File: src/tpt_pkg.sv
`timescale 1ns / 1ps

package tpt_pkg;

	localparam int PORT_W           = 16;
	localparam int CAM_KEY_W        = 15;
	localparam int LISTEN_SLOTS_DEF = 16;
	localparam int SESSIONS_DEF     = 1024;

	// first ephemeral port; everything below is a listen port
	localparam logic [PORT_W-1:0] EPHEMERAL_BASE = 16'h8000;

	typedef enum logic [1:0] {
		CMD_LISTEN  = 2'd0,
		CMD_CHECK   = 2'd1,
		CMD_RELEASE = 2'd2,
		CMD_TICK    = 2'd3
	} cmd_t;

	typedef enum logic [1:0] {
		KIND_LISTEN = 2'd0,
		KIND_CHECK  = 2'd1,
		KIND_ALLOC  = 2'd2
	} kind_t;

	typedef enum logic [2:0] {
		ST_CLEAR,
		ST_IDLE,
		ST_INDEX,
		ST_READ,
		ST_DONE
	} state_t;

	typedef struct packed {
		logic lookup;
		logic insert;
	} cam_req_t;

	typedef struct packed {
		logic hit;
		logic full;
	} cam_rsp_t;

endpackage

File: src/tpt_index.sv
`timescale 1ns / 1ps

module tpt_index #(
	parameter int SESSIONS = tpt_pkg::SESSIONS_DEF,
	parameter int IDX_W    = $clog2(SESSIONS)
) (
	input  logic                      clk,
	input  logic [tpt_pkg::PORT_W-1:0] x,
	input  logic                      ld1,
	input  logic                      ld2,
	output logic [IDX_W-1:0]          idx
);

	localparam bit IS_POW2 = (SESSIONS & (SESSIONS - 1)) == 0;

	logic [IDX_W-1:0] idx_s2;

	generate
		if (IS_POW2) begin : g_pow2
			logic [IDX_W-1:0] low_s1;

			// power of two: the index is the low bits
			always_ff @(posedge clk) begin
				if (ld1) begin
					low_s1 <= x[IDX_W-1:0];
				end
				if (ld2) begin
					idx_s2 <= low_s1;
				end
			end
		end else begin : g_recip
			localparam int MUL_SH = tpt_pkg::PORT_W + IDX_W;
			localparam int REC_W  = 18;
			localparam int PROD_W = tpt_pkg::PORT_W + REC_W;
			localparam logic [REC_W-1:0] RECIP =
				REC_W'(((64'd1 << MUL_SH) + 64'(SESSIONS) - 64'd1) / 64'(SESSIONS));

			logic [PROD_W-1:0]          prod_s1;
			logic [tpt_pkg::PORT_W-1:0] x_s1;
			logic [tpt_pkg::PORT_W-1:0] quo;
			logic [31:0]                qs;
			logic [tpt_pkg::PORT_W-1:0] rem;

			// quotient by reciprocal multiply, then remainder with one correction
			always_comb begin
				quo = tpt_pkg::PORT_W'(prod_s1 >> MUL_SH);
				qs  = 32'(quo) * 32'(SESSIONS);
				rem = x_s1 - qs[tpt_pkg::PORT_W-1:0];
				if (rem >= tpt_pkg::PORT_W'(SESSIONS)) begin
					rem = rem - tpt_pkg::PORT_W'(SESSIONS);
				end
			end

			always_ff @(posedge clk) begin
				if (ld1) begin
					x_s1    <= x;
					prod_s1 <= PROD_W'(x) * PROD_W'(RECIP);
				end
				if (ld2) begin
					idx_s2 <= rem[IDX_W-1:0];
				end
			end
		end
	endgenerate

	assign idx = idx_s2;

endmodule

File: src/tpt_cam.sv
`timescale 1ns / 1ps

module tpt_cam #(
	parameter int SLOTS  = tpt_pkg::LISTEN_SLOTS_DEF,
	parameter int SLOT_W = (SLOTS > 1) ? $clog2(SLOTS) : 1
) (
	input  logic                          clk,
	input  logic                          arst_n,
	input  logic [tpt_pkg::CAM_KEY_W-1:0] key,
	input  tpt_pkg::cam_req_t             req,
	output tpt_pkg::cam_rsp_t             rsp
);

	logic [tpt_pkg::CAM_KEY_W-1:0] entry_q [SLOTS];
	logic [SLOTS-1:0]              valid_q;
	logic                          hit_q;
	logic                          full_q;
	logic [SLOT_W-1:0]             slot_q;

	logic              hit;
	logic              free_found;
	logic [SLOT_W-1:0] free_slot;

	// compare every slot; pick the lowest free one
	always_comb begin
		hit        = 1'b0;
		free_found = 1'b0;
		free_slot  = '0;
		for (int i = 0; i < SLOTS; i++) begin
			if (valid_q[i] && (entry_q[i] == key)) begin
				hit = 1'b1;
			end
		end
		for (int i = SLOTS - 1; i >= 0; i--) begin
			if (!valid_q[i]) begin
				free_found = 1'b1;
				free_slot  = SLOT_W'(i);
			end
		end
	end

	always_ff @(posedge clk or negedge arst_n) begin
		if (!arst_n) begin
			valid_q <= '0;
		end else if (req.insert) begin
			valid_q[slot_q] <= 1'b1;
		end
	end

	always_ff @(posedge clk) begin
		if (req.lookup) begin
			hit_q  <= hit;
			full_q <= !free_found;
			slot_q <= free_slot;
		end
		if (req.insert) begin
			entry_q[slot_q] <= key;
		end
	end

	assign rsp.hit  = hit_q;
	assign rsp.full = full_q;

`ifndef SYNTHESIS
	a_insert_free_slot: assert property (@(posedge clk) disable iff (!arst_n)
		req.insert |-> !valid_q[slot_q] && !hit_q && !full_q)
		else $error("insert into a busy slot or on a hit");

	a_insert_grows: assert property (@(posedge clk) disable iff (!arst_n)
		req.insert |=> $countones(valid_q) == $past($countones(valid_q)) + 1)
		else $error("insert did not add exactly one slot");

	a_no_lookup_insert: assert property (@(posedge clk) disable iff (!arst_n)
		!(req.insert && req.lookup))
		else $error("lookup and insert in the same cycle");
`endif

endmodule

File: src/tpt_bitmap.sv
`timescale 1ns / 1ps

module tpt_bitmap #(
	parameter int DEPTH = tpt_pkg::SESSIONS_DEF,
	parameter int AW    = $clog2(DEPTH)
) (
	input  logic          clk,
	input  logic          we,
	input  logic [AW-1:0] waddr,
	input  logic          wdata,
	input  logic          re,
	input  logic [AW-1:0] raddr,
	output logic          rdata
);

	logic mem [DEPTH];
	logic rdata_q;

	// hold read data until the next read
	always_ff @(posedge clk) begin
		if (we) begin
			mem[waddr] <= wdata;
		end
		if (re) begin
			rdata_q <= mem[raddr];
		end
	end

	assign rdata = rdata_q;

endmodule

File: src/tcp_port_table.sv
`timescale 1ns / 1ps

// TCP port table: listen CAM for ports below 32768 plus an in-use bitmap
// for ephemeral ports 32768 + index, with a wrapping allocation cursor.
// Input channel (in_valid / in_stall): cmd and port. Listen and check give
// one reply item each, release gives none, a tick gives an allocated port
// item only when the entry under the cursor was free.
// Output channel (out_valid / out_stall): kind, ok, alloc_port, held in an
// output register that stays put while out_stall is high.
// One item is in flight at a time: accept, index, bitmap read, finish.
// The reply is loaded into the output register in the finish step. The
// bitmap read port and the index stage (reciprocal multiply when SESSIONS
// is not a power of two) are registered, hence the separate index and read
// steps.
// The finish step of an item that gives a reply waits while a reply is
// still held and out_stall is high; a new item is not taken until that step completes.
// After reset the bitmap is cleared one entry per cycle, every entry in turn,
// with in_stall high. The listen valid bits and the cursor clear at once.
module tcp_port_table #(
	parameter int LISTEN_SLOTS = tpt_pkg::LISTEN_SLOTS_DEF,
	parameter int SESSIONS     = tpt_pkg::SESSIONS_DEF
) (
	input  logic                       clk,
	input  logic                       arst_n,
	input  logic                       in_valid,
	output logic                       in_stall,
	input  logic [1:0]                 cmd,
	input  logic [tpt_pkg::PORT_W-1:0] port,
	output logic                       out_valid,
	input  logic                       out_stall,
	output logic [1:0]                 kind,
	output logic                       ok,
	output logic [tpt_pkg::PORT_W-1:0] alloc_port
);

	localparam int IDX_W = $clog2(SESSIONS);

	tpt_pkg::state_t st_q, st_d;

	tpt_pkg::cmd_t              cmd_q;
	logic [tpt_pkg::PORT_W-1:0] x_q;
	logic [tpt_pkg::PORT_W-1:0] x_in;
	logic [IDX_W-1:0]           cursor_q;
	logic [IDX_W-1:0]           clr_cnt_q;
	logic [IDX_W-1:0]           idx;

	logic                       out_valid_q;
	tpt_pkg::kind_t             kind_q;
	logic                       ok_q;
	logic [tpt_pkg::PORT_W-1:0] alloc_port_q;

	tpt_pkg::cam_req_t cam_req;
	tpt_pkg::cam_rsp_t cam_rsp;

	logic             accept;
	logic             clr_last;
	logic             high;
	logic             rd_bit;
	logic             has_res;
	logic             res_ok;
	tpt_pkg::kind_t   res_kind;
	logic             res_alloc;
	logic             done_go;
	logic             done_fire;
	logic             load;
	logic             mem_we;
	logic [IDX_W-1:0] mem_waddr;
	logic             mem_wdata;
	logic             mem_re;
	logic [IDX_W-1:0] mem_raddr;

	assign accept = in_valid && !in_stall;

	// undo the byte swap for check items
	assign x_in = (tpt_pkg::cmd_t'(cmd) == tpt_pkg::CMD_CHECK) ?
		{port[7:0], port[15:8]} : port;

	assign high     = x_q[tpt_pkg::PORT_W-1];
	assign clr_last = clr_cnt_q == IDX_W'(SESSIONS - 1);

	// reply decision in the finish step
	always_comb begin
		has_res   = 1'b0;
		res_ok    = 1'b0;
		res_kind  = tpt_pkg::KIND_LISTEN;
		res_alloc = 1'b0;
		case (cmd_q)
			tpt_pkg::CMD_LISTEN: begin
				has_res = 1'b1;
				res_ok  = !high && (cam_rsp.hit || !cam_rsp.full);
			end
			tpt_pkg::CMD_CHECK: begin
				has_res  = 1'b1;
				res_kind = tpt_pkg::KIND_CHECK;
				res_ok   = high ? rd_bit : cam_rsp.hit;
			end
			tpt_pkg::CMD_RELEASE: begin
				has_res = 1'b0;
			end
			tpt_pkg::CMD_TICK: begin
				has_res   = !rd_bit;
				res_kind  = tpt_pkg::KIND_ALLOC;
				res_ok    = 1'b1;
				res_alloc = 1'b1;
			end
			default: begin
				has_res = 1'b0;
			end
		endcase
	end

	assign done_go   = !has_res || !out_valid_q || !out_stall;
	assign done_fire = (st_q == tpt_pkg::ST_DONE) && done_go;
	assign load      = done_fire && has_res;

	// sequencer: next state and stall
	always_comb begin
		st_d     = st_q;
		in_stall = 1'b1;
		case (st_q)
			tpt_pkg::ST_CLEAR: begin
				if (clr_last) begin
					st_d = tpt_pkg::ST_IDLE;
				end
			end
			tpt_pkg::ST_IDLE: begin
				in_stall = 1'b0;
				if (in_valid) begin
					st_d = tpt_pkg::ST_INDEX;
				end
			end
			tpt_pkg::ST_INDEX: begin
				st_d = tpt_pkg::ST_READ;
			end
			tpt_pkg::ST_READ: begin
				st_d = tpt_pkg::ST_DONE;
			end
			tpt_pkg::ST_DONE: begin
				if (done_go) begin
					st_d = tpt_pkg::ST_IDLE;
				end
			end
			default: begin
				st_d = tpt_pkg::ST_CLEAR;
			end
		endcase
	end

	always_ff @(posedge clk or negedge arst_n) begin
		if (!arst_n) begin
			st_q <= tpt_pkg::ST_CLEAR;
		end else begin
			st_q <= st_d;
		end
	end

	// CAM: compare in the index step, insert when a listen of a new port below 32768 finishes with a free slot
	assign cam_req.lookup = st_q == tpt_pkg::ST_INDEX;
	assign cam_req.insert = done_fire && (cmd_q == tpt_pkg::CMD_LISTEN) && !high &&
		!cam_rsp.hit && !cam_rsp.full;

	// bitmap ports: clear sweep, release of an ephemeral port clears, free tick sets
	always_comb begin
		mem_we    = 1'b0;
		mem_waddr = idx;
		mem_wdata = 1'b0;
		if (st_q == tpt_pkg::ST_CLEAR) begin
			mem_we    = 1'b1;
			mem_waddr = clr_cnt_q;
		end else if (done_fire && (cmd_q == tpt_pkg::CMD_RELEASE) && high) begin
			mem_we = 1'b1;
		end else if (done_fire && (cmd_q == tpt_pkg::CMD_TICK) && !rd_bit) begin
			mem_we    = 1'b1;
			mem_waddr = cursor_q;
			mem_wdata = 1'b1;
		end
	end

	assign mem_re    = st_q == tpt_pkg::ST_READ;
	assign mem_raddr = (cmd_q == tpt_pkg::CMD_TICK) ? cursor_q : idx;

	always_ff @(posedge clk or negedge arst_n) begin
		if (!arst_n) begin
			clr_cnt_q   <= '0;
			cursor_q    <= '0;
			out_valid_q <= 1'b0;
		end else begin
			if (st_q == tpt_pkg::ST_CLEAR) begin
				clr_cnt_q <= clr_last ? '0 : clr_cnt_q + 1'b1;
			end
			// advance and wrap the cursor on every tick
			if (done_fire && (cmd_q == tpt_pkg::CMD_TICK)) begin
				cursor_q <= (cursor_q == IDX_W'(SESSIONS - 1)) ? '0 : cursor_q + 1'b1;
			end
			if (load) begin
				out_valid_q <= 1'b1;
			end else if (!out_stall) begin
				out_valid_q <= 1'b0;
			end
		end
	end

	always_ff @(posedge clk) begin
		if (accept) begin
			cmd_q <= tpt_pkg::cmd_t'(cmd);
			x_q   <= x_in;
		end
		if (load) begin
			kind_q       <= res_kind;
			ok_q         <= res_ok;
			alloc_port_q <= res_alloc ?
				(tpt_pkg::EPHEMERAL_BASE | tpt_pkg::PORT_W'(cursor_q)) : '0;
		end
	end

	tpt_index #(
		.SESSIONS (SESSIONS),
		.IDX_W    (IDX_W)
	) u_index (
		.clk (clk),
		.x   (x_in),
		.ld1 (accept),
		.ld2 (st_q == tpt_pkg::ST_INDEX),
		.idx (idx)
	);

	tpt_cam #(
		.SLOTS (LISTEN_SLOTS)
	) u_cam (
		.clk    (clk),
		.arst_n (arst_n),
		.key    (x_q[tpt_pkg::CAM_KEY_W-1:0]),
		.req    (cam_req),
		.rsp    (cam_rsp)
	);

	tpt_bitmap #(
		.DEPTH (SESSIONS),
		.AW    (IDX_W)
	) u_bitmap (
		.clk   (clk),
		.we    (mem_we),
		.waddr (mem_waddr),
		.wdata (mem_wdata),
		.re    (mem_re),
		.raddr (mem_raddr),
		.rdata (rd_bit)
	);

	assign out_valid  = out_valid_q;
	assign kind       = kind_q;
	assign ok         = ok_q;
	assign alloc_port = alloc_port_q;

`ifndef SYNTHESIS
	a_alloc_is_ephemeral: assert property (@(posedge clk) disable iff (!arst_n)
		out_valid && (kind == tpt_pkg::KIND_ALLOC) |-> alloc_port[15] && ok)
		else $error("allocated port below the ephemeral range");

	a_reply_port_zero: assert property (@(posedge clk) disable iff (!arst_n)
		out_valid && (kind != tpt_pkg::KIND_ALLOC) |-> alloc_port == '0)
		else $error("reply item carries a port");

	a_tick_moves_cursor: assert property (@(posedge clk) disable iff (!arst_n)
		done_fire && (cmd_q == tpt_pkg::CMD_TICK) |=> cursor_q != $past(cursor_q))
		else $error("tick did not advance the cursor");

	a_no_load_outside_done: assert property (@(posedge clk) disable iff (!arst_n)
		load |-> (st_q == tpt_pkg::ST_DONE) && (!out_valid_q || !out_stall))
		else $error("reply loaded over a held item");
`endif

endmodule
File: config.mk
export PLATFORM = sky130hd
export DESIGN_NAME = tcp_port_table
export DESIGN_NICKNAME = d
export VERILOG_FILES = /design/src/tpt_pkg.sv /design/src/tpt_index.sv /design/src/tpt_cam.sv /design/src/tpt_bitmap.sv /design/src/tcp_port_table.sv
export SDC_FILE = /design/constraint.sdc
export NUM_CORES = 2
export LEC_CHECK = 0
export BUFFER_PORTS_ARGS = -buffer_cell sky130_fd_sc_hd__buf_2
export CORE_ASPECT_RATIO = 1.75
export CORE_UTILIZATION = 63
export CTS_CLUSTER_DIAMETER = 80
export DETAILED_ROUTE_END_ITERATION = 12
export PLACE_DENSITY = 0.79
export SLEW_MARGIN = 20
export SYNTH_ARGS = -nofsm -noshare
export SYNTH_HDL_FRONTEND = slang
export SYNTH_SLANG_ARGS = --single-unit
File: constraint.sdc
create_clock -name clk -period 8.3 [get_ports clk]
set_input_delay 0 -clock clk [delete_from_list [all_inputs] [get_ports clk]]
set_output_delay 0 -clock clk [all_outputs]
set_load 0.05 [all_outputs]
### Word level (Yosys, flattened, before mapping)

Memory sizes are Yosys's and may differ from the RTL's. A register that Yosys moved wholly into a read port is not among the register bits.
Cells that the tools add are included.

* order comparisons: 2
* bitwise logic cells: 1
* multiplexer cells: 63
* reductions and logical operators: 48
* $add $sub $neg: 2
* eq/ne operators: 30

Operators with widths (count)
* $eq 15x15->1: 16
* $mux 10: 6
* $mux 1: 33
* $mux 16: 2
* $mux 4: 8
* $logic_and 1x1->1: 29
* $mux 3: 7
* $add 10x1->10 const B: 2
* $eq 10x10->1 const B: 2
* $or 16x16->16: 1
* $pmux 3 s5: 1
* $reduce_or 15->1: 1
* $logic_not 1->1: 8
* $reduce_and 8->1: 1
* $eq 3x2->1 const B: 2
* $ne 2x2->1 const B: 3
* $pmux 1 s3: 2
* $lt 4x5->1 const B: 1
* $demux 1 s4: 1
* $eq 2x1->1 const B: 2
* $eq 2x2->1 const B: 2
* $ge 4x1->1 const B: 1
* $mux 2: 2
* $pmux 2 s2: 1
* other kinds (10): 12

* memories kept: 2
* register bits: 103
* bits in writable memories: 1264

Memories
* u_bitmap.mem: depth 1024, width 1, rd ports 1, clocked after memory_dff 1, wr ports 1, line tpt_bitmap.sv:16 `logic mem [DEPTH];`
* u_cam.entry_q: depth 16, width 15, rd ports 16, clocked after memory_dff 0, wr ports 1, line tpt_cam.sv:14 `logic [tpt_pkg::CAM_KEY_W-1:0] entry_q [SLOTS];`

### Depth between registers and ports, before layout

* depth after elaboration: 17
* mapped depth: 15

### Hierarchy

Synthesis repeated with hierarchy kept, for this count alone.

* cell total of the unflattened synthesis: 4126
* area total of the unflattened synthesis: 59480.8 um^2

By module, submodules not included
* tpt_bitmap: cells each 3112, area each 44666.6 um^2, instances 1
* tpt_cam: cells each 689, area each 11299.6 um^2, instances 1
* tcp_port_table: cells each 305, area each 2914.0 um^2, instances 1
* tpt_index: cells each 20, area each 600.6 um^2, instances 1

### Worst setup path before layout

Ideal clock, no wire load.

* kind: register -> register
* start: register out_valid_q, in the netlist out_valid
* end: memory u_bitmap.mem[691], enable pin
* stages on the path, launching flop included: 12
* path slack: 1.291 ns
* data arrival time: 6.697 ns
* cell sequence: dfrtp_1 -> nand2_1 -> a21oi_1 -> nor4_4 -> buf_4 -> mux2i_1 -> o21ai_0 -> nand2_1 -> nor2_1 -> nand3_1 -> buf_2 -> nor3_1

* word-level cells in the longest chain between the ends: 11
* elaborated cells between the ends (all ways): 16

RTL lines
* from (decl): line tcp_port_table.sv:47 `logic out_valid_q;`
* from (signal assigned): line tcp_port_table.sv:186 `out_valid_q <= 1'b0;`
* from (signal assigned): line tcp_port_table.sv:196 `out_valid_q <= 1'b1;`
* from (signal assigned): line tcp_port_table.sv:198 `out_valid_q <= 1'b0;`
* $logic_not 1->1 *: line tcp_port_table.sv:112 `assign done_go = !has_res || !out_valid_q || !out_stall;`
* $logic_or 1x1->1 * (2 in a row): line tcp_port_table.sv:112
* $logic_and 1x1->1 *: line tcp_port_table.sv:113 `assign done_fire = (st_q == tpt_pkg::ST_DONE) && done_go;`
* $logic_and 1x1->1 (2 in a row): line tcp_port_table.sv:172 `end else if (done_fire && (cmd_q == tpt_pkg::CMD_TICK) && !rd_bit) begin`
* $mux 1: line tcp_port_table.sv:172
* $mux 1: line tcp_port_table.sv:170 `end else if (done_fire && (cmd_q == tpt_pkg::CMD_RELEASE) && high) begin`
* $mux 1: line tcp_port_table.sv:167 `if (st_q == tpt_pkg::ST_CLEAR) begin`
* $mux 1: line tpt_bitmap.sv:21 `if (we) begin`
* $mux 1 (implied by the code): line tpt_bitmap.sv:22 `mem[waddr] <= wdata;`
* to (decl): line tpt_bitmap.sv:16

Mark *: on every way between the ends. The rest lies on a longest branch, timed or not.

### Final worst setup path

* start: register cmd_q[1]
* end: memory u_bitmap.mem[725], enable pin

* word-level cells in the longest chain between the ends: 14
* elaborated cells between the ends (all ways): 22

RTL lines
* from (decl): line tcp_port_table.sv:40 `tpt_pkg::cmd_t cmd_q;`
* from (signal assigned): line tcp_port_table.sv:205 `cmd_q <= tpt_pkg::cmd_t'(cmd);`
* $eq 2x1->1 / $logic_not 2->1 (equally long branches): line tcp_port_table.sv:87 `case (cmd_q)`
* $reduce_or 2->1 (no line)
* $pmux 1 s3: line tcp_port_table.sv:87
* $logic_not 1->1: line tcp_port_table.sv:112
* $logic_or 1x1->1 (2 in a row): line tcp_port_table.sv:112
* $logic_and 1x1->1: line tcp_port_table.sv:113
* $logic_and 1x1->1 (2 in a row): line tcp_port_table.sv:172
* $mux 1: line tcp_port_table.sv:172
* $mux 1: line tcp_port_table.sv:170
* $mux 1: line tcp_port_table.sv:167
* $mux 1: line tpt_bitmap.sv:21
* $mux 1 (implied by the code): line tpt_bitmap.sv:22

Several ways; a longest one is shown, not always the timed one.

==> flow_summary.toml <==
[sta]
worst_pin_slew_ps = 1345
setup_viol = 0
rsz0062_at_grt = "false"
finalCritPeriodShare = 0.6958
hold_viol = 0
whs_ps = 55.37
fin_crit_ps = 5775
drv_slew = 0
fin_skew_ps = 26.06
finalSetupTns_ps = 0
max_freq_ghz = 0.1732
slew_headroom = 0.09482

[floorplan]
num_io_pins = 43
dieWidth_um = 233.1
core_area_um2 = 92770
fp.dieArea_um2 = 94760
fp-row-count = 148
die_y_um = 406.5
start_util = 0.6348

[job]
cap_violations = 0

[cells_and_area]
fin_nets = 4692
finish.utilization = 0.6900
syn_to_final_growth_pct = 8.692
drive_gt1_frac = 0.09116

[power_and_ir_drop]
finalPower_mw = 16.88
p_leak_nw = 19.42
p_per_area_nw_per_um2 = 263.7
ir_worst_vdd_v = 0.0002281

[yosys]
avgSynthCellArea_um2 = 12.33
synth_edf_count = 1312
synth_ff_type = "edfxtp_1"
synth_area_leaders = "edfxtp_1 (67%), nor2_1 (7.2%), mux2i_1 (3.8%), xnor2_1 (3.7%), nand2_1 (3.6%)"
syn_inst = 4775
seq_area_frac_synth = 0.6860
ys_seq_elements = 1352
yosysTopAreaCell = "edfxtp_1"
syn_area_um2 = 58890
synth_top_area_frac = 0.6690
synthArstFlopShare = 0.02959
ys_types = 68
ys_warn_count = 0

[worst_setup_path]
r2r_cells = 9
required_ps = 8700
r2r_setup_slack_ps = 2530
cp_max_fo = 86
worstSetupEndpointType = "register"
arrival_ps = 6180
regToRegStartpoint = "cmd_q[1]"
cp-endpoint = "u_bitmap.mem[725]"
crit_type = "reg -> reg"
r2r_end = "u_bitmap.mem[725]"
cp-start-kind = "register"
worstSetupStartpoint = "cmd_q[1]"

[global_routing]
grt_max_degree = 311
antenna_found_initial = 2
track_usage = 0.3376
grt_pass1_vias = 37830
grt-ovfl-total = 0
grt_pass1_wl_um = 230600

[routing]
drcViolationCount = 0
wl_per_cell_um = 26.93
final_antenna_net_count = 0
viasPerCell = 6.527
postRouteWirelength_um = 160500
drtIter0Drc = 5102
first_pass_iters = 7
num_vias = 38920

[placement]
hpwl_um = 93540
io_buffers = 37
gp_congestion = 1.002

[clock_tree]
cts_root_buf = "clkbuf_16"
cts_buffers = 111
clockBufferDepth = 3
worstSkewPairLatency_ps = 730
h-tree-depth = 3
clkTransAtPathRegs_ps = 70
cts_tree = "done"
post_cts_buffers = 0
cts_sinks = 1352

[run_status]
status = "complete, no violations"

[worst_hold_path]
min_path_type = "in -> reg"
holdPathStages = 3
==> layer usage <==
layer	global-route usage	routed length, um
met2	0.5739	80010
met5	0	0
met4	0.3113	16640
met1	0.3540	49750
met3	0.05789	14130
==> cell usage after synthesis, drive strengths merged (49+ instances only) <==
cell       n
clkbuf   224
o22ai     63
nor2    1127
a21oi     69
xnor2    247
nand4    134
nand3    143
mux2i    223
nand2    563
edfxtp  1312
buf      171
a32oi     49
o21ai     78
==> report_power, final <==
part,internal [mW],switching [mW],total (mW)
clock network,2.96,2.45,5.41
registers,7.57,0.112,7.68
logic,0.967,2.82,3.79
total,11.5,5.38,16.9
==> placed cells by master, fill, tap and decap left out, drive strengths merged, types with 46 or more instances in the layout <==
| cell | n |
|---|---|
| a21oi | 69 |
| a32oi | 49 |
| buf | 141 |
| clkbuf | 130 |
| clkinv | 46 |
| edfxtp | 1312 |
| mux2i | 223 |
| nand2 | 563 |
| nand3 | 143 |
| nand4 | 134 |
| nor2 | 1127 |
| o21ai | 78 |
| o22ai | 63 |
| xnor2 | 247 |
==> worst min path at each step <==
stage | to | startpoint
after floorplan | clr_cnt_q[0] | arst_n
after global placement | u_cam.valid_q[6] | arst_n
after detailed placement | u_cam.valid_q[2] | arst_n
after CTS | cmd_q[0] | cmd[0]
after global routing | out_valid | out_stall
final | out_valid | out_stall
==> per-stage QoR <==
stage / instances / worst slack (ps) / cell area (um2)
floorplan: 4779 / 1291 / 58910
detailed placement: 5724 / 2946 / 59970
CTS: 5960 / 2868 / 63970
global route: 5962 / 2268 / 64010
global placement: 5724 / 3023 / 59960
finish: 5962 / 2525 / 64010
==> cells by family after synthesis <==
logic type | Yosys count | share of synthesized area
xor+xnor | 249 | 0.03703
fa+ha+maj | 2 | 0.0004248
simple gates | 2124 | 0.1513
compound gates | 375 | 0.04215
other cells | 1 | 0.00006368
flops | 1352 | 0.6860
mux | 265 | 0.05358
buf+inv | 407 | 0.02947
==> critical path: stages (launching register included) <==
cell	delay, ps
edfxtp_1	870
nand2_2	550
nor4_4	810
buf_4	790
mux2i_1	170
o21ai_0	290
nor2b_1	580
nand2_1	740
buf_4	460
nor2_1	140
==> state kept, by name, indices dropped and copies added, names as in the netlist, 2 cells and up <==
name / cells
alloc_port: 11
u_cam.entry_q: 240
u_cam.valid_q: 16
cursor_q: 10
u_index.idx: 10
clr_cnt_q: 10
st_q: 3
u_cam.slot_q: 4
cmd_q: 2
x_q: 16
u_bitmap.mem: 1024
==> final cells by class <==
class                   count  area [um2]
clock inverters            76       784.5
diodes                      1       2.502
clock buffers             130        2913
flip-flops and latches   1352       40400
repair buffers            171        1340
well taps                1200        1501
fillers                  6151       28760
multi-input cells        3020       17030
inverters                  12       45.04
==> timing repair <==
action | CTS | global route
endpoints found under the hold margin | 80 | 0
gates resized for setup | 0 | 0
hold buffers | 30 | 0
(Power assumes the default switching activity.)
